==> config.mk <==
export PLATFORM = sky130hd
export DESIGN_NAME = power_output_channel_manager
export DESIGN_NICKNAME = d
export VERILOG_FILES = /design/src/sv/pocm_pkg.sv /design/src/sv/pocm_pin_unit.sv /design/src/sv/power_output_channel_manager.sv
export SDC_FILE = /design/constraint.sdc
export NUM_CORES = 1
export LEC_CHECK = 0
export ABC_AREA = 1
export BUFFER_PORTS_ARGS = -buffer_cell sky130_fd_sc_hd__clkbuf_2
export CELL_PAD_IN_SITES_DETAIL_PLACEMENT = 0
export CELL_PAD_IN_SITES_GLOBAL_PLACEMENT = 2
export CORE_MARGIN = 8
export CORE_UTILIZATION = 32
export CTS_CLUSTER_DIAMETER = 200
export DETAILED_ROUTE_END_ITERATION = 6
export PLACE_DENSITY = 0.84
export SYNTH_ARGS = -nofsm -noshare
export SYNTH_HDL_FRONTEND = slang
export SYNTH_SLANG_ARGS = --single-unit
==> constraint.sdc <==
create_clock -name clock -period 4.7 [get_ports clock]
set_clock_uncertainty 0.05 [all_clocks]
set_input_delay 0.47 -clock clock [delete_from_list [all_inputs] [get_ports clock]]
set_output_delay 0.47 -clock clock [all_outputs]
set_load 0.01 [all_outputs]
==> src/sv/pocm_pkg.sv <==
// Shared types, codes and result builders for the power output channel manager.
// Used by pocm_pin_unit and power_output_channel_manager; depends on nothing.
`timescale 1ns / 1ps

package pocm_pkg;

   localparam int unsigned PIN_COUNT = 14;

   // Request types.
   localparam logic [1:0] REQ_COMMAND = 2'd0;
   localparam logic [1:0] REQ_STATE   = 2'd1;
   localparam logic [1:0] REQ_FRAME   = 2'd2;

   // Command operations.
   localparam logic [2:0] OP_ON     = 3'd0;
   localparam logic [2:0] OP_OFF    = 3'd1;
   localparam logic [2:0] OP_RESET  = 3'd2;
   localparam logic [2:0] OP_TOGGLE = 3'd3;
   localparam logic [2:0] OP_PWM    = 3'd4;

   // Result kinds.
   localparam logic [1:0] KIND_OUT    = 2'd0;
   localparam logic [1:0] KIND_PWM    = 2'd1;
   localparam logic [1:0] KIND_REPORT = 2'd2;

   // Report modes.
   localparam logic [1:0] MODE_OFF   = 2'd0;
   localparam logic [1:0] MODE_ON    = 2'd1;
   localparam logic [1:0] MODE_PWM   = 2'd2;
   localparam logic [1:0] MODE_FAULT = 2'd3;

   // Output command frame values.
   localparam logic [1:0] FVAL_OFF   = 2'd0;
   localparam logic [1:0] FVAL_ON    = 2'd1;
   localparam logic [1:0] FVAL_CLEAR = 2'd2;

   // Configuration register indexes.
   localparam logic [1:0] CSR_DEVICE_ADDRESS  = 2'd0;
   localparam logic [1:0] CSR_PDM_NUMBER      = 2'd1;
   localparam logic [1:0] CSR_ADDRESS_CLAIMED = 2'd2;

   localparam logic [3:0]  PWM_PIN_A   = 4'd12;
   localparam logic [3:0]  PWM_PIN_B   = 4'd13;
   localparam logic [3:0]  LAST_PIN    = 4'd13;
   localparam logic [7:0]  MAX_PIN     = 8'd13;
   localparam logic [7:0]  MAX_PIN_NUM = 8'd14;
   localparam logic [17:0] FAULT_PGN   = 18'h0EF00;
   localparam logic [7:0]  FAULT_BYTE0 = 8'h04;
   localparam logic [7:0]  FAULT_BYTE1 = 8'h1B;
   localparam logic [7:0]  FAULT_BYTE2 = 8'h01;
   localparam logic [7:0]  DUTY_FULL   = 8'hFF;
   localparam logic [7:0]  DUTY_ZERO   = 8'h00;

   typedef struct packed {
      logic [1:0] out_kind;
      logic [3:0] frame_pin;
      logic [1:0] frame_value;
      logic [7:0] pwm_duty_a;
      logic [7:0] pwm_duty_b;
      logic [3:0] report_pin;
      logic [1:0] report_mode;
      logic [7:0] report_duty;
      logic       last;
   } rsp_type;

   // What the shared pin unit tells about one pin.
   typedef struct packed {
      logic       on;
      logic       fault;
      logic       pwm;
      logic [1:0] mode;
      logic [7:0] duty;
   } pin_info_type;

   function automatic rsp_type out_frame(logic [3:0] pin, logic [1:0] value);
      rsp_type r;
      r = '0;
      r.out_kind    = KIND_OUT;
      r.frame_pin   = pin + 4'd1;
      r.frame_value = value;
      return r;
   endfunction

   function automatic rsp_type pwm_frame(logic [7:0] duty_a, logic [7:0] duty_b);
      rsp_type r;
      r = '0;
      r.out_kind   = KIND_PWM;
      r.pwm_duty_a = duty_a;
      r.pwm_duty_b = duty_b;
      return r;
   endfunction

   function automatic rsp_type report(logic [3:0] pin, logic [1:0] mode, logic [7:0] duty);
      rsp_type r;
      r = '0;
      r.out_kind    = KIND_REPORT;
      r.report_pin  = pin;
      r.report_mode = mode;
      r.report_duty = duty;
      return r;
   endfunction

endpackage

==> src/sv/pocm_pin_unit.sv <==
// Shared pin lookup: selects one pin's on and fault bits and forms its state report.
// Depends on pocm_pkg.
`timescale 1ns / 1ps

module pocm_pin_unit (
   input  logic [3:0]             pin,
   input  logic [13:0]            on_bits,
   input  logic [13:0]            fault_bits,
   input  logic [7:0]             duty_a,
   input  logic [7:0]             duty_b,
   output pocm_pkg::pin_info_type info
);

   logic [13:0] on_sh;
   logic [13:0] fault_sh;

   assign on_sh    = on_bits >> pin;
   assign fault_sh = fault_bits >> pin;

   always_comb begin
      info       = '0;
      info.on    = on_sh[0];
      info.fault = fault_sh[0];
      info.pwm   = (pin == pocm_pkg::PWM_PIN_A) || (pin == pocm_pkg::PWM_PIN_B);
      info.duty  = pocm_pkg::DUTY_FULL;
      if (fault_sh[0]) begin
         info.mode = pocm_pkg::MODE_FAULT;
      end else if (pin == pocm_pkg::PWM_PIN_A) begin
         info.mode = pocm_pkg::MODE_PWM;
         info.duty = duty_a;
      end else if (pin == pocm_pkg::PWM_PIN_B) begin
         info.mode = pocm_pkg::MODE_PWM;
         info.duty = duty_b;
      end else begin
         info.mode = on_sh[0] ? pocm_pkg::MODE_ON : pocm_pkg::MODE_OFF;
      end
   end

endmodule

==> src/sv/power_output_channel_manager.sv <==
// Power output channel manager: top level with sequencer, pin state and result register.
// Depends on pocm_pkg and pocm_pin_unit.
//
// Usage: an item enters on the req_ channel (req_valid high, req_stall low) and is one
// of a power command, a state request or a received fault frame. Results leave on the
// rsp_ channel one at a time; rsp_last marks the final result of an item. Items that
// are ignored produce no result. Configuration (device address, module number,
// address-claimed flag) is written on the csr_ channel, which is always ready.
// Order of work: the item is latched on acceptance and decoded in ST_EXEC, which loads
// any first result into the output register. A state request gives none there; its
// reports follow from ST_SCAN, which walks the fourteen pins through the shared pin unit,
// one report per cycle unless the receiver stalls. A command passes through ST_EXEC,
// and through ST_SECOND as well if it emits a frame plus a report; a fault frame emits at
// most one report. The sequencer and that single pin unit set this order; req_stall is
// high from acceptance until the last result is loaded into the output register.
// When the receiver stalls, the output register holds its result and the sequencer
// waits; the next item can be accepted while the final result still waits.
// Reset clears all pin state, duties and configuration to zero and empties the output.
`timescale 1ns / 1ps

module power_output_channel_manager (
   input  logic        clock,
   input  logic        reset,
   input  logic        req_valid,
   output logic        req_stall,
   input  logic [1:0]  req_type,
   input  logic [7:0]  req_cmd_pdm,
   input  logic [7:0]  req_cmd_pin,
   input  logic [2:0]  req_cmd_op,
   input  logic [7:0]  req_cmd_duty,
   input  logic [7:0]  req_frame_source,
   input  logic [17:0] req_frame_pgn,
   input  logic [7:0]  req_frame_byte0,
   input  logic [7:0]  req_frame_byte1,
   input  logic [7:0]  req_frame_byte2,
   input  logic [7:0]  req_frame_pin_number,
   input  logic [7:0]  req_frame_fault,
   output logic        rsp_valid,
   input  logic        rsp_stall,
   output logic [1:0]  rsp_out_kind,
   output logic [3:0]  rsp_frame_pin,
   output logic [1:0]  rsp_frame_value,
   output logic [7:0]  rsp_pwm_duty_a,
   output logic [7:0]  rsp_pwm_duty_b,
   output logic [3:0]  rsp_report_pin,
   output logic [1:0]  rsp_report_mode,
   output logic [7:0]  rsp_report_duty,
   output logic        rsp_last,
   input  logic        csr_valid,
   output logic        csr_ready,
   input  logic [1:0]  csr_index,
   input  logic [7:0]  csr_data
);

   typedef enum logic [3:0] {
      ST_IDLE   = 4'b0001,
      ST_EXEC   = 4'b0010,
      ST_SECOND = 4'b0100,
      ST_SCAN   = 4'b1000
   } state_type;

   state_type state_ff, state_in;

   // Configuration.
   logic [7:0] dev_addr_ff;
   logic [7:0] pdm_num_ff;
   logic       claimed_ff;

   // Pin state.
   logic [13:0] on_bits_ff, on_bits_in;
   logic [13:0] fault_bits_ff, fault_bits_in;
   logic [7:0]  duty_a_ff, duty_a_in;
   logic [7:0]  duty_b_ff, duty_b_in;
   logic [7:0]  fduty_a_ff, fduty_a_in;
   logic [7:0]  fduty_b_ff, fduty_b_in;

   // Latched item.
   logic [1:0] type_ff;
   logic       ok_ff;
   logic [3:0] pin_ff;
   logic [2:0] op_ff;
   logic [7:0] duty_ff;
   logic       fault_val_ff;

   logic [3:0] cnt_ff, cnt_in;

   // Output register and second result waiting behind it.
   logic                  rsp_valid_ff, rsp_valid_in;
   pocm_pkg::rsp_type     rsp_ff, rsp_in;
   pocm_pkg::rsp_type     pend_ff, pend_in;

   logic req_fire;
   logic slot_free;
   logic cmd_ok;
   logic frame_ok;
   logic ok_in;
   logic [7:0] pnum_m1;
   logic [3:0] pin_in;

   logic [3:0]             unit_pin;
   pocm_pkg::pin_info_type info;

   // Execution results.
   logic [1:0]        n_res;
   pocm_pkg::rsp_type res1;
   pocm_pkg::rsp_type res2;
   logic              do_duty;
   logic [7:0]        new_duty;
   logic              do_switch;
   logic              sw_val;
   logic [7:0]        cur_duty;
   logic [7:0]        cur_fduty;
   logic [13:0]       pin_mask;

   assign req_fire  = req_valid && !req_stall;
   assign req_stall = (state_ff != ST_IDLE);
   assign slot_free = !rsp_valid_ff || !rsp_stall;
   assign csr_ready = 1'b1;

   assign pnum_m1  = req_frame_pin_number - 8'd1;
   assign cmd_ok   = claimed_ff && (req_cmd_pdm == pdm_num_ff) &&
                     (req_cmd_pin <= pocm_pkg::MAX_PIN);
   assign frame_ok = claimed_ff && (req_frame_source == dev_addr_ff) &&
                     (req_frame_pgn == pocm_pkg::FAULT_PGN) &&
                     (req_frame_byte0 == pocm_pkg::FAULT_BYTE0) &&
                     (req_frame_byte1 == pocm_pkg::FAULT_BYTE1) &&
                     (req_frame_byte2 == pocm_pkg::FAULT_BYTE2) &&
                     (req_frame_pin_number != 8'd0) &&
                     (req_frame_pin_number <= pocm_pkg::MAX_PIN_NUM);

   always_comb begin
      unique case (req_type)
         pocm_pkg::REQ_COMMAND: ok_in = cmd_ok;
         pocm_pkg::REQ_STATE:   ok_in = 1'b1;
         pocm_pkg::REQ_FRAME:   ok_in = frame_ok;
         default:               ok_in = 1'b0;
      endcase
   end

   assign pin_in = (req_type == pocm_pkg::REQ_FRAME) ? pnum_m1[3:0] : req_cmd_pin[3:0];

   assign unit_pin = (state_ff == ST_SCAN) ? cnt_ff : pin_ff;

   pocm_pin_unit u_pin (
      .pin        (unit_pin),
      .on_bits    (on_bits_ff),
      .fault_bits (fault_bits_ff),
      .duty_a     (duty_a_ff),
      .duty_b     (duty_b_ff),
      .info       (info)
   );

   assign pin_mask  = 14'd1 << pin_ff;
   assign cur_duty  = (pin_ff == pocm_pkg::PWM_PIN_A) ? duty_a_ff : duty_b_ff;
   assign cur_fduty = (pin_ff == pocm_pkg::PWM_PIN_A) ? fduty_a_ff : fduty_b_ff;

   // Decode the latched item into state updates and up to two results.
   always_comb begin
      on_bits_in    = on_bits_ff;
      fault_bits_in = fault_bits_ff;
      duty_a_in     = duty_a_ff;
      duty_b_in     = duty_b_ff;
      fduty_a_in    = fduty_a_ff;
      fduty_b_in    = fduty_b_ff;
      n_res         = 2'd0;
      res1          = '0;
      res2          = '0;
      do_duty       = 1'b0;
      new_duty      = pocm_pkg::DUTY_ZERO;
      do_switch     = 1'b0;
      sw_val        = 1'b0;

      if (ok_ff && type_ff == pocm_pkg::REQ_COMMAND) begin
         case (op_ff)
            pocm_pkg::OP_ON: begin
               do_duty   = info.pwm;
               new_duty  = pocm_pkg::DUTY_FULL;
               do_switch = !info.pwm;
               sw_val    = 1'b1;
            end
            pocm_pkg::OP_OFF: begin
               do_duty   = info.pwm;
               new_duty  = pocm_pkg::DUTY_ZERO;
               do_switch = !info.pwm;
               sw_val    = 1'b0;
            end
            pocm_pkg::OP_TOGGLE: begin
               do_duty   = info.pwm;
               new_duty  = (cur_fduty == pocm_pkg::DUTY_ZERO) ? pocm_pkg::DUTY_FULL
                                                              : pocm_pkg::DUTY_ZERO;
               do_switch = !info.pwm;
               sw_val    = !info.on;
            end
            pocm_pkg::OP_PWM: begin
               do_duty  = info.pwm;
               new_duty = duty_ff;
            end
            pocm_pkg::OP_RESET: begin
               if (info.fault) begin
                  fault_bits_in = fault_bits_ff & ~pin_mask;
                  n_res = 2'd2;
                  res1  = pocm_pkg::out_frame(pin_ff, pocm_pkg::FVAL_CLEAR);
                  res2  = pocm_pkg::report(pin_ff, pocm_pkg::MODE_OFF, pocm_pkg::DUTY_FULL);
               end
            end
            default: begin
            end
         endcase

         if (do_duty) begin
            // The duty and frame byte are rewritten even when nothing changes.
            if (pin_ff == pocm_pkg::PWM_PIN_A) begin
               duty_a_in  = new_duty;
               fduty_a_in = new_duty;
            end else begin
               duty_b_in  = new_duty;
               fduty_b_in = new_duty;
            end
            if (new_duty != cur_duty) begin
               n_res = 2'd2;
               res1  = pocm_pkg::pwm_frame(fduty_a_in, fduty_b_in);
               res2  = pocm_pkg::report(pin_ff, pocm_pkg::MODE_PWM, new_duty);
            end
         end

         if (do_switch && (info.on != sw_val) && !info.fault) begin
            on_bits_in = sw_val ? (on_bits_ff | pin_mask) : (on_bits_ff & ~pin_mask);
            n_res = 2'd2;
            res1  = pocm_pkg::out_frame(pin_ff, sw_val ? pocm_pkg::FVAL_ON
                                                       : pocm_pkg::FVAL_OFF);
            res2  = pocm_pkg::report(pin_ff, sw_val ? pocm_pkg::MODE_ON : pocm_pkg::MODE_OFF,
                                     pocm_pkg::DUTY_FULL);
         end
      end else if (ok_ff && type_ff == pocm_pkg::REQ_FRAME) begin
         if (info.fault != fault_val_ff) begin
            if (fault_val_ff) begin
               fault_bits_in = fault_bits_ff | pin_mask;
               if (pin_ff == pocm_pkg::PWM_PIN_A) begin
                  fduty_a_in = pocm_pkg::DUTY_ZERO;
               end else if (pin_ff == pocm_pkg::PWM_PIN_B) begin
                  fduty_b_in = pocm_pkg::DUTY_ZERO;
               end
            end else begin
               fault_bits_in = fault_bits_ff & ~pin_mask;
            end
            n_res = 2'd1;
            res1  = pocm_pkg::report(pin_ff, fault_val_ff ? pocm_pkg::MODE_FAULT
                                                          : pocm_pkg::MODE_OFF,
                                     pocm_pkg::DUTY_FULL);
         end
      end

      res1.last = (n_res == 2'd1);
      res2.last = 1'b1;
   end

   // Sequencer and output register.
   always_comb begin
      state_in     = state_ff;
      cnt_in       = cnt_ff;
      rsp_in       = rsp_ff;
      pend_in      = pend_ff;
      rsp_valid_in = rsp_valid_ff && rsp_stall;

      unique case (state_ff)
         ST_IDLE: begin
            if (req_fire) begin
               state_in = ST_EXEC;
            end
         end
         ST_EXEC: begin
            if (slot_free) begin
               if (n_res != 2'd0) begin
                  rsp_in       = res1;
                  rsp_valid_in = 1'b1;
               end
               pend_in = res2;
               cnt_in  = 4'd0;
               if (ok_ff && type_ff == pocm_pkg::REQ_STATE) begin
                  state_in = ST_SCAN;
               end else if (n_res == 2'd2) begin
                  state_in = ST_SECOND;
               end else begin
                  state_in = ST_IDLE;
               end
            end
         end
         ST_SECOND: begin
            if (slot_free) begin
               rsp_in       = pend_ff;
               rsp_valid_in = 1'b1;
               state_in     = ST_IDLE;
            end
         end
         ST_SCAN: begin
            if (slot_free) begin
               rsp_in       = pocm_pkg::report(cnt_ff, info.mode, info.duty);
               rsp_in.last  = (cnt_ff == pocm_pkg::LAST_PIN);
               rsp_valid_in = 1'b1;
               cnt_in       = cnt_ff + 4'd1;
               if (cnt_ff == pocm_pkg::LAST_PIN) begin
                  state_in = ST_IDLE;
               end
            end
         end
         default: begin
            state_in = ST_IDLE;
         end
      endcase
   end

   always_ff @(posedge clock) begin
      if (reset) begin
         state_ff      <= ST_IDLE;
         rsp_valid_ff  <= 1'b0;
         cnt_ff        <= 4'd0;
         dev_addr_ff   <= 8'd0;
         pdm_num_ff    <= 8'd0;
         claimed_ff    <= 1'b0;
         on_bits_ff    <= '0;
         fault_bits_ff <= '0;
         duty_a_ff     <= '0;
         duty_b_ff     <= '0;
         fduty_a_ff    <= '0;
         fduty_b_ff    <= '0;
      end else begin
         state_ff     <= state_in;
         rsp_valid_ff <= rsp_valid_in;
         cnt_ff       <= cnt_in;
         if (csr_valid && csr_ready) begin
            unique case (csr_index)
               pocm_pkg::CSR_DEVICE_ADDRESS:  dev_addr_ff <= csr_data;
               pocm_pkg::CSR_PDM_NUMBER:      pdm_num_ff  <= csr_data;
               pocm_pkg::CSR_ADDRESS_CLAIMED: claimed_ff  <= csr_data[0];
               default: begin
               end
            endcase
         end
         if (state_ff == ST_EXEC && slot_free) begin
            on_bits_ff    <= on_bits_in;
            fault_bits_ff <= fault_bits_in;
            duty_a_ff     <= duty_a_in;
            duty_b_ff     <= duty_b_in;
            fduty_a_ff    <= fduty_a_in;
            fduty_b_ff    <= fduty_b_in;
         end
      end
   end

   always_ff @(posedge clock) begin
      rsp_ff  <= rsp_in;
      pend_ff <= pend_in;
      if (req_fire) begin
         type_ff      <= req_type;
         ok_ff        <= ok_in;
         pin_ff       <= pin_in;
         op_ff        <= req_cmd_op;
         duty_ff      <= req_cmd_duty;
         fault_val_ff <= (req_frame_fault != 8'd0);
      end
   end

   assign rsp_valid       = rsp_valid_ff;
   assign rsp_out_kind    = rsp_ff.out_kind;
   assign rsp_frame_pin   = rsp_ff.frame_pin;
   assign rsp_frame_value = rsp_ff.frame_value;
   assign rsp_pwm_duty_a  = rsp_ff.pwm_duty_a;
   assign rsp_pwm_duty_b  = rsp_ff.pwm_duty_b;
   assign rsp_report_pin  = rsp_ff.report_pin;
   assign rsp_report_mode = rsp_ff.report_mode;
   assign rsp_report_duty = rsp_ff.report_duty;
   assign rsp_last        = rsp_ff.last;

endmodule
## Word level (Yosys, flattened, before mapping)

Index checks and enable logic that the tools add are counted.

- $add $sub $neg: 3
- $mul: 0
- Divide/modulo/power cells: 0
- Magnitude comparators: 2
- Eq/ne operators: 41
- Shift-type cells: 3
- Mux-type cells: 85
- Bitwise gates (word level): 7
- Reductions and logical operators: 57

Operators by type and width:

| kind | count |
|---|---|
| two-way mux 39 bit | 15 |
| two-way mux 8 bit | 21 |
| one-hot mux 39 bit (3 select lines) | 1 |
| two-way mux 14 bit | 7 |
| two-way mux 37 bit | 2 |
| two-way mux 4 bit | 10 |
| AND 14 bit | 2 |
| OR 14 bit | 2 |
| >> shifter 14 x 4 -> 1 bit | 2 |
| == test 4 bit, second input constant | 6 |
| one-hot mux 8 bit (3 select lines) | 1 |
| == test 18 x 16 -> 1 bit, second input constant | 1 |
| two-way mux 2 bit | 9 |
| logical AND 1 bit | 17 |
| == test 8 bit | 2 |
| less-or-equal comparator 8 x 4 -> 1 bit, second input constant | 2 |
| one-hot mux 4 bit (4 select lines) | 1 |
| nonzero test 8 bit | 2 |
| AND reduction 5 bit | 3 |
| inverter 14 bit | 1 |
| nonzero test 2 bit | 7 |
| << shifter 1 x 4 -> 14 bit, first input constant | 1 |
| two-way mux 1 bit | 12 |
| two-way mux 10 bit | 1 |
| other kinds (37) | 70 |

- Flip-flop bits (word level): 182
- Latch bits: 0
- RAM bits: 0
- ROM bits: 0
- Input bits: 110
- Output and inout bits: 42
- Memories: 0

## Depth between registers and ports, before layout

Gate-level depths: netlist of run 1.

- Word-level depth: 16
- Gate-level depth with buffers: 22
- Depth with buffers taken out: 21

## Modules after synthesis

A second synthesis of run 1 with hierarchy kept.

- Cells, all modules: 1047
- Area, all modules: 8475.6 um^2

Modules (own cells, without submodules):

| module | times used | cells each | area an instance (um^2) |
|---|---|---|---|
| power_output_channel_manager | 1 | 935 | 7921.3 |
| pocm_pin_unit | 1 | 112 | 554.3 |

## Worst setup path after synthesis of run 1

OpenSTA, ideal clock, no wires.

- Kind: register to register
- Start point: register pin_ff[0]
- End point: register rsp_ff, in the netlist rsp_frame_pin[0] (enable)
- Library setup time: 0.394 ns
- Arrival: 2.873 ns
- Required time: 4.256 ns
- Slack: 1.384 ns
- Stages on the path, launching flop included: 20
- Clock period less this slack: 3.316 ns
- Path through: edfxtp_1 > inv_1 > ha_1 > nand2_2 > nor2_4 > inv_2 > buf_2 > o21ai_1 > inv_1 > nand2_1 > nand2_1 > nand2_1 > nor2_1 > nand2_1 > nand2_1 > nand2_1 > nand2_1 > nand3_1 > o21bai_1 > inv_1

- Cells in the longest elaborated chain, start to end: 14

RTL lines:

| what | RTL line | RTL |
|---|---|---|
| start, declared | power_output_channel_manager.sv:80 | `logic [3:0] pin_ff;` |
| start signal, assigned | power_output_channel_manager.sv:356 | `pin_ff <= pin_in;` |
| == test 4 bit | power_output_channel_manager.sv:154, power_output_channel_manager.sv:155 |  |
| two-way mux 8 bit | power_output_channel_manager.sv:155 | `assign cur_fduty = (pin_ff == pocm_pkg::PWM_PIN_A) ? fduty_a_ff : fduty_b_ff;` |
| zero test 8 bit | power_output_channel_manager.sv:189 | `new_duty = (cur_fduty == pocm_pkg::DUTY_ZERO) ? pocm_pkg::DUTY_FULL` |
| two-way mux 8 bit | power_output_channel_manager.sv:189 |  |
| one-hot mux 8 bit (3 select lines) | power_output_channel_manager.sv:174 | `case (op_ff)` |
| two-way mux 8 bit | power_output_channel_manager.sv:173 | `if (ok_ff && type_ff == pocm_pkg::REQ_COMMAND) begin` |
| != test 8 bit | power_output_channel_manager.sv:219 | `if (new_duty != cur_duty) begin` |
| two-way mux 2 bit | power_output_channel_manager.sv:219 |  |
| two-way mux 2 bit | power_output_channel_manager.sv:210 | `if (do_duty) begin` |
| two-way mux 2 bit | power_output_channel_manager.sv:226 | `if (do_switch && (info.on != sw_val) && !info.fault) begin` |
| two-way mux 2 bit * | power_output_channel_manager.sv:173 |  |
| nonzero test 2 bit * | power_output_channel_manager.sv:273 | `if (n_res != 2'd0) begin` |
| != test 2 bit (no source line) * | -- |  |
| AND reduction 5 bit (no source line) * | -- |  |
| end signal, assigned | power_output_channel_manager.sv:351 | `rsp_ff <= rsp_in;` |
| end, declared | power_output_channel_manager.sv:89 | `pocm_pkg::rsp_type rsp_ff, rsp_in;` |

Mark *: on every way between the ends. The rest lies on a longest branch, timed or not. The select of a mux whose other input is x is not followed.
A chain may end at the register's enable or synchronous reset.

## Worst setup path in the final report of run 1

- Start point: register pin_ff[0]
- End point: register rsp_ff, in the netlist rsp_report_mode[0] (enable)

The elaborated chain is that of the path after synthesis.

==> results.json, run 1 <==
{
  "worst_ir_drop_vdd_v": 0.000246,
  "port_buffers": 150,
  "tns_ns": 0,
  "max_stage_delay_ns": 0.66,
  "area.growth.synth_to_final_pct": 19.1,
  "worst_pin_slew_ns": 1.02,
  "fillers": 2719,
  "crit_end": "rsp_report_mode[0]",
  "total_power_uw": 4760,
  "drc": 0,
  "hold-path-cell-count": 1,
  "drtAntennaViolNets": 0,
  "core-area_mm2": 0.0257,
  "die_y_um": 177,
  "cts.reportedPaths.clkPinSlew_ns": 0.06,
  "slew_headroom_pct": 31.7,
  "clk_latency_ns": 0.43,
  "antenna_found_initial": 0,
  "regToRegEndpoint": "rsp_report_mode[0]",
  "p_sw_share_pct": 39.6,
  "p_per_area_mw_per_mm2": 483,
  "cts.sinks": 159,
  "syn_inst": 1053,
  "post_cts_buffers": 0,
  "maxSlewViolCount": 0,
  "utilization_pct": 38.4,
  "grt_pass1_wl_um": 39800,
  "p_int_uw": 2880,
  "cp.required_ns": 4.70,
  "routed_via_density": 4.73,
  "crit_chain": "inv_1, ha_1, nand2_2, nor2_4, inv_2, o21ai_2, nand3_2, nand2_1, nand2_1, nand2_1, inv_1, nand2_1, nor2_1, nand2_1, nand2_1, nand2_1, nand2_1, nand3_1, o21bai_1, inv_2",
  "post-route-period-util_pct": 84.9,
  "initial_core_util_pct": 32.2,
  "final_cell_mix": "nand2_1, clkbuf_2, inv_1",
  "via_count": 7306,
  "finalHoldViolCount": 0,
  "ys_seq_area_share_pct": 47.3,
  "drt-total-wl_um": 24900,
  "drive_gt1_share_pct": 20.4,
  "critPathSlowestCell": "inv_2",
  "rows": 59,
  "die-area_mm2": 0.0312,
  "seqPwrFrac_pct": 38.2,
  "cp-startpoint": "pin_ff[0]",
  "r2r-start": "pin_ff[0]",
  "synth_warnings": 0,
  "crit_path_frequent_cell": "nand2_1",
  "diodes": 0,
  "min_path_type": "in -> reg",
  "leakage_uw": 0.00427,
  "cp-start-kind": "register",
  "synth_cell_types": 49,
  "grt_usage_pct": 16.2,
  "cts_tree": "built",
  "first_global_vias": 7487,
  "setup_viol": 0,
  "r2r_slack_ns": 0.71,
  "cp-end-kind": "register",
  "ctsResizeCount": 0,
  "synth_seq_cells": 159,
  "reg2reg_depth": 20,
  "cts-root-buf": "clkbuf_16",
  "max-cap-violations": 0,
  "nNetsFinal": 1318,
  "wl_per_cell_um": 16.1,
  "layout.cells.most_common": "nand2_1",
  "clockBufferDepth": 2,
  "grt-ovfl-total": 0,
  "switching_power_uw": 1890,
  "num_io_pins": 152,
  "synth_fp_nets": 1174,
  "dp_hpwl_um": 19300,
  "grt_max_degree": 60,
  "syn_area_mm2": 0.00827,
  "avgSynthCellArea_um2": 7.86,
  "ys.flop_type": "dfxtp_1",
  "timing.final.crit_period_ns": 3.99,
  "ys_async_sr_fraction_pct": 0,
  "status": "finished clean",
  "arrival_ns": 3.99,
  "numCtsBuffers": 17,
  "comb_power_share_pct": 34.0,
  "die_w_um": 177,
  "worstSetupPathType": "reg -> reg",
  "rsz0062_at_grt": "false",
  "clock.fmax_ghz": 0.251,
  "clockPowerShare_pct": 27.8,
  "cts_hold_buf": 0,
  "crit_fanout": 39,
  "h-tree-depth": 4,
  "synth_edf_count": 73,
  "drt-pass1-iter-count": 5,
  "drt_iter0_markers": 397,
  "gp_congestion": 0.844
}
area by class of cell:
class / count / area (um2) / area share, %
Clock inverter: 13 / 115 / 1.17
Multi-Input combinational cell: 702 / 3560 / 36.2
Sequential cell: 159 / 3910 / 39.7
Timing Repair Buffer: 156 / 796 / 8.08
Clock buffer: 19 / 443 / 4.50
Tap cell: 335 / 419 / 4.25
Inverter: 161 / 604 / 6.13
Yosys cell counts (8+ instances only):
library cell	instances	area share, %
a21oi_1	61	3.7
a22oi_1	8	0.73
clkbuf_1	13	0.59
dfxtp_1	86	21
edfxtp_1	73	27
ha_1	11	1.7
inv_1	150	6.8
inv_2	8	0.36
nand2_1	208	9.4
nand3_1	65	3.9
nand3_2	13	1.6
nand4_1	9	0.68
nor2_1	117	5.3
nor2_2	13	0.98
nor3_1	19	1.1
nor4_1	12	0.91
o21ai_0	84	5.1
o21ai_1	15	0.91
o22ai_1	8	0.61
xor2_1	8	0.85
critical path, delay by kind of cell (launching register included):
kind | cells | cell delay [ns]
buf+inv | 4 | 1.17
simple gates | 13 | 1.44
compound gates | 2 | 0.20
fa+ha+maj | 1 | 0.22
flops | 1 | 0.50
how the worst min path moves through the flow:
stage | start | end
floorplan | register | register
finish | req_cmd_duty[2] | duty_ff[2]
global placement | register | register
detailed placement | register | register
global route | req_cmd_duty[2] | duty_ff[2]
CTS | req_cmd_op[2] | op_ff[2]
through the flow:
| step | hold slack (ns) | std cells | cell area, um2 | worst slack [ns] |
|---|---|---|---|---|
| 2_1_floorplan | 0.374 | 1053 | 8270 | 1.38 |
| 3_3_place_gp | 0.393 | 1513 | 9300 | 0.799 |
| 3_5_place_dp | 0.398 | 1513 | 9300 | 0.679 |
| 4_1_cts | 0.153 | 1545 | 9850 | 0.654 |
| 5_1_grt | 0.158 | 1545 | 9850 | 0.236 |
| 6_report | 0.167 | 1545 | 9850 | 0.710 |
metal layers:
| layer | share of wire, % | track usage, % |
|---|---|---|
| met5 | 0 | 0 |
| met4 | 1.4 | 4.83 |
| met3 | 5.4 | 3.78 |
| met2 | 46 | 26.8 |
| met1 | 47 | 20.7 |
power by group through the flow:
stage / combinational [uW] / sequential, uW / clock, uW
floorplan: 1110 / 1830 / 0
global placement: 1650 / 1850 / 0
detailed placement: 1640 / 1850 / 0
CTS: 1650 / 1820 / 1350
global route: 1840 / 1840 / 1400
finish: 1620 / 1820 / 1320
cell families (layout without fill, tap and decap cells):
group	after synthesis	in the layout	synth area share, %
and+or+nand+nor	478	478	26.4
other	1	1	0.0453
xor gates and xnor gates	15	15	1.59
AOI/OAI and AO/OA	197	197	13.3
adders and majority gates	11	11	1.66
buffers and inverters	192	349	9.65
DFF	159	159	47.3
No activity file was read; power rests on OpenSTA's default activity.
==> run 2, diff against run 1 <==
--- a/config.mk
+++ b/config.mk
@@ -5,15 +5,15 @@
 export SDC_FILE = /design/constraint.sdc
 export NUM_CORES = 1
 export LEC_CHECK = 0
-export ABC_AREA = 1
+export ABC_AREA = 0
 export BUFFER_PORTS_ARGS = -buffer_cell sky130_fd_sc_hd__clkbuf_2
 export CELL_PAD_IN_SITES_DETAIL_PLACEMENT = 0
 export CELL_PAD_IN_SITES_GLOBAL_PLACEMENT = 2
 export CORE_MARGIN = 8
-export CORE_UTILIZATION = 32
+export CORE_UTILIZATION = 35
 export CTS_CLUSTER_DIAMETER = 200
 export DETAILED_ROUTE_END_ITERATION = 6
-export PLACE_DENSITY = 0.84
+export PLACE_DENSITY = 0.86
 export SYNTH_ARGS = -nofsm -noshare
 export SYNTH_HDL_FRONTEND = slang
 export SYNTH_SLANG_ARGS = --single-unit
==> constraint.sdc (replaced) <==
create_clock -name clock -period 3.8 [get_ports clock]
set_clock_uncertainty 0.05 [all_clocks]
set_input_delay 0.38 -clock clock [delete_from_list [all_inputs] [get_ports clock]]
set_output_delay 0.38 -clock clock [all_outputs]
set_load 0.01 [all_outputs]
==> run 2 against run 1 <==
Against the previous run: worst hold slack got worse by 0.097 ns; combinational power decreased by 73%; non-clock buffer count increased by 39; critical endpoint unchanged; sequential power about the same; largest power group unchanged; highest routed layer unchanged.
==> results.json, run 2 <==
{
  "gp_congestion": 0.832,
  "synth_fp_nets": 967,
  "post-route-period-util_pct": 94.5,
  "grt_max_degree": 53,
  "dp.cells": 1303,
  "clock.fmax_ghz": 0.279,
  "syn_area_mm2": 0.00817,
  "drc": 0,
  "utilization_pct": 43.7,
  "worstSetupPathType": "reg -> reg",
  "first_global_vias": 7082,
  "yosysMostFrequentCell": "nor2_1",
  "nNetsFinal": 1128,
  "slew_headroom_pct": 30.0,
  "ys.flop_type": "dfxtp_1",
  "tns_ns": 0,
  "clockBufferDepth": 2,
  "leakage_uw": 0.00416,
  "min_path_type": "in -> reg",
  "drtAntennaViolNets": 0,
  "h-tree-depth": 4,
  "drt-total-wl_um": 24000,
  "instances_no_fill": 1339,
  "ys_seq_area_share_pct": 47.9,
  "drt-pass1-iter-count": 5,
  "rsz0062_at_grt": "false",
  "cts_tree": "built",
  "port_buffers": 150,
  "dp_hpwl_um": 18000,
  "grt_usage_pct": 16.8,
  "arrival_ns": 3.67,
  "die-area_mm2": 0.0285,
  "wl_per_cell_um": 17.9,
  "worst_pin_slew_ns": 1.05,
  "diodes": 0,
  "synth_seq_cells": 159,
  "yosysTopAreaCell": "edfxtp_1",
  "drive_gt1_share_pct": 26.5,
  "synth_edf_count": 73,
  "timing.final.crit_period_ns": 3.59,
  "setup_viol": 0,
  "clk_latency_ns": 0.43,
  "numCtsBuffers": 17,
  "antenna_found_initial": 0,
  "maxSlewViolCount": 0,
  "crit_fanout": 13,
  "cp.required_ns": 3.88,
  "initial_core_util_pct": 35.2,
  "ys_async_sr_fraction_pct": 0,
  "die_y_um": 169,
  "area.growth.synth_to_final_pct": 23.9,
  "cp-end-kind": "register",
  "fillers": 2259,
  "yosys.area.top_type_share_pct": 26.8,
  "total_power_uw": 3970,
  "worst_ir_drop_vdd_v": 0.000237,
  "status": "finished clean",
  "max-cap-violations": 0,
  "synth_common_cells": "nor2_1, dfxtp_1, nand2_1",
  "finalHoldViolCount": 0,
  "final_cell_mix": "clkbuf_2, nor2_1, dfxtp_1",
  "num_io_pins": 152,
  "cts.sinks": 159,
  "syn_inst": 846,
  "hold_ws_ns": 0.0705,
  "p_per_area_mw_per_mm2": 393,
  "die_w_um": 169,
  "cp-start-kind": "register",
  "synth_area_leaders": "edfxtp_1, dfxtp_1, mux2i_1, nor2_1, nand2_1",
  "via_count": 6966,
  "core-area_mm2": 0.0232,
  "grt-ovfl-total": 0,
  "avgSynthCellArea_um2": 9.66,
  "grt_pass1_wl_um": 38000,
  "routed_via_density": 5.20,
  "cts.reportedPaths.clkPinSlew_ns": 0.07,
  "synth_warnings": 0,
  "synth_cell_types": 70,
  "drt_iter0_markers": 464,
  "cts-root-buf": "clkbuf_16",
  "layout.cells.most_common": "clkbuf_2",
  "rows": 56
}
[run 2: cell types whose count changed in the layout (fill, tap and decap cells not counted), moves of 14 or more]
cell and delta:
a211oi_1 +33, a21oi_1 -30, buf_4 +33, inv_1 -131, mux2_2 +14, mux2i_1 +41
nand2_1 -124, nand3_1 -37, nor2_1 -20, nor2b_1 +22, o21ai_0 -48
[run 2: per-layer routing]
layer | global-route usage [%] | share of wire, %
met3 | 4.54 | 6.3
met5 | 0 | 0
met4 | 3.84 | 0.93
met1 | 23.3 | 49
met2 | 25.6 | 44
[run 2: layout make-up]
cell class	count	area [um2]	area share (%)
Multi-Input combinational cell	613	3990	39.4
Clock buffer	19	454	4.49
Sequential cell	159	3920	38.7
Tap cell	319	399	3.94
Inverter	21	78.8	0.779
Clock inverter	13	128	1.26
Timing Repair Buffer	195	1160	11.5
[run 2: kinds of logic (layout without fill, tap and decap cells)]
family / Yosys count / in the layout / share of synthesized area (%)
AOI/OAI and AO/OA: 169 / 169 / 14.5
xor gates and xnor gates: 19 / 19 / 2.04
adders and majority gates: 11 / 11 / 1.68
buffers and inverters: 74 / 248 / 4.13
DFF: 159 / 159 / 47.9
muxes: 61 / 61 / 8.33
other: 1 / 1 / 0.0459
and+or+nand+nor: 352 / 352 / 21.3
[run 2: timing repair]
item	in CTS	in global routing
hold buffers	0	0
setup endpoints to repair	0	56
setup buffers	0	2
resized for setup	0	1
[run 2: metrics by stage]
stage / instance area, um2 / worst slack (ns)
final: 10100 / 0.211
after global routing: 10100 / 0.00721
after CTS: 10100 / 0.0374
after detailed placement: 9490 / 0.0703
after global placement: 9490 / 0.0882
after floorplan: 8250 / -0.279
[run 2: power breakdown]
part | switching (uW) | leakage (uW) | internal [uW]
clock | 731 | 0.000292 | 957
combinational | 268 | 0.00241 | 172
sequential | 30.7 | 0.00145 | 1820
total | 1030 | 0.00416 | 2940
[run 2: worst paths after layout]
check	start	endpoint	slack (ns)	cells after the start
worst min-delay path	req_cmd_duty[5]	duty_ff[5]	0.07	1
worst max register to register	state_ff[2]	rsp_report_mode[0]	0.21	12
worst min register to register	register	register	0.42	2
worst max-delay path	state_ff[2]	rsp_report_mode[0]	0.21	12
[run 2: worst max-delay path: stages (launching register included)]
cell and delay [ns]:
dfxtp_2 0.32, or4b_4 0.61, mux2i_4 0.23, buf_12 0.16
mux2i_1 0.13, a222oi_1 0.45, a21o_1 0.22, nor2_2 0.06
mux2i_1 0.14, o2111a_1 0.32, a221oi_4 0.24, buf_4 0.19
buf_6 0.17
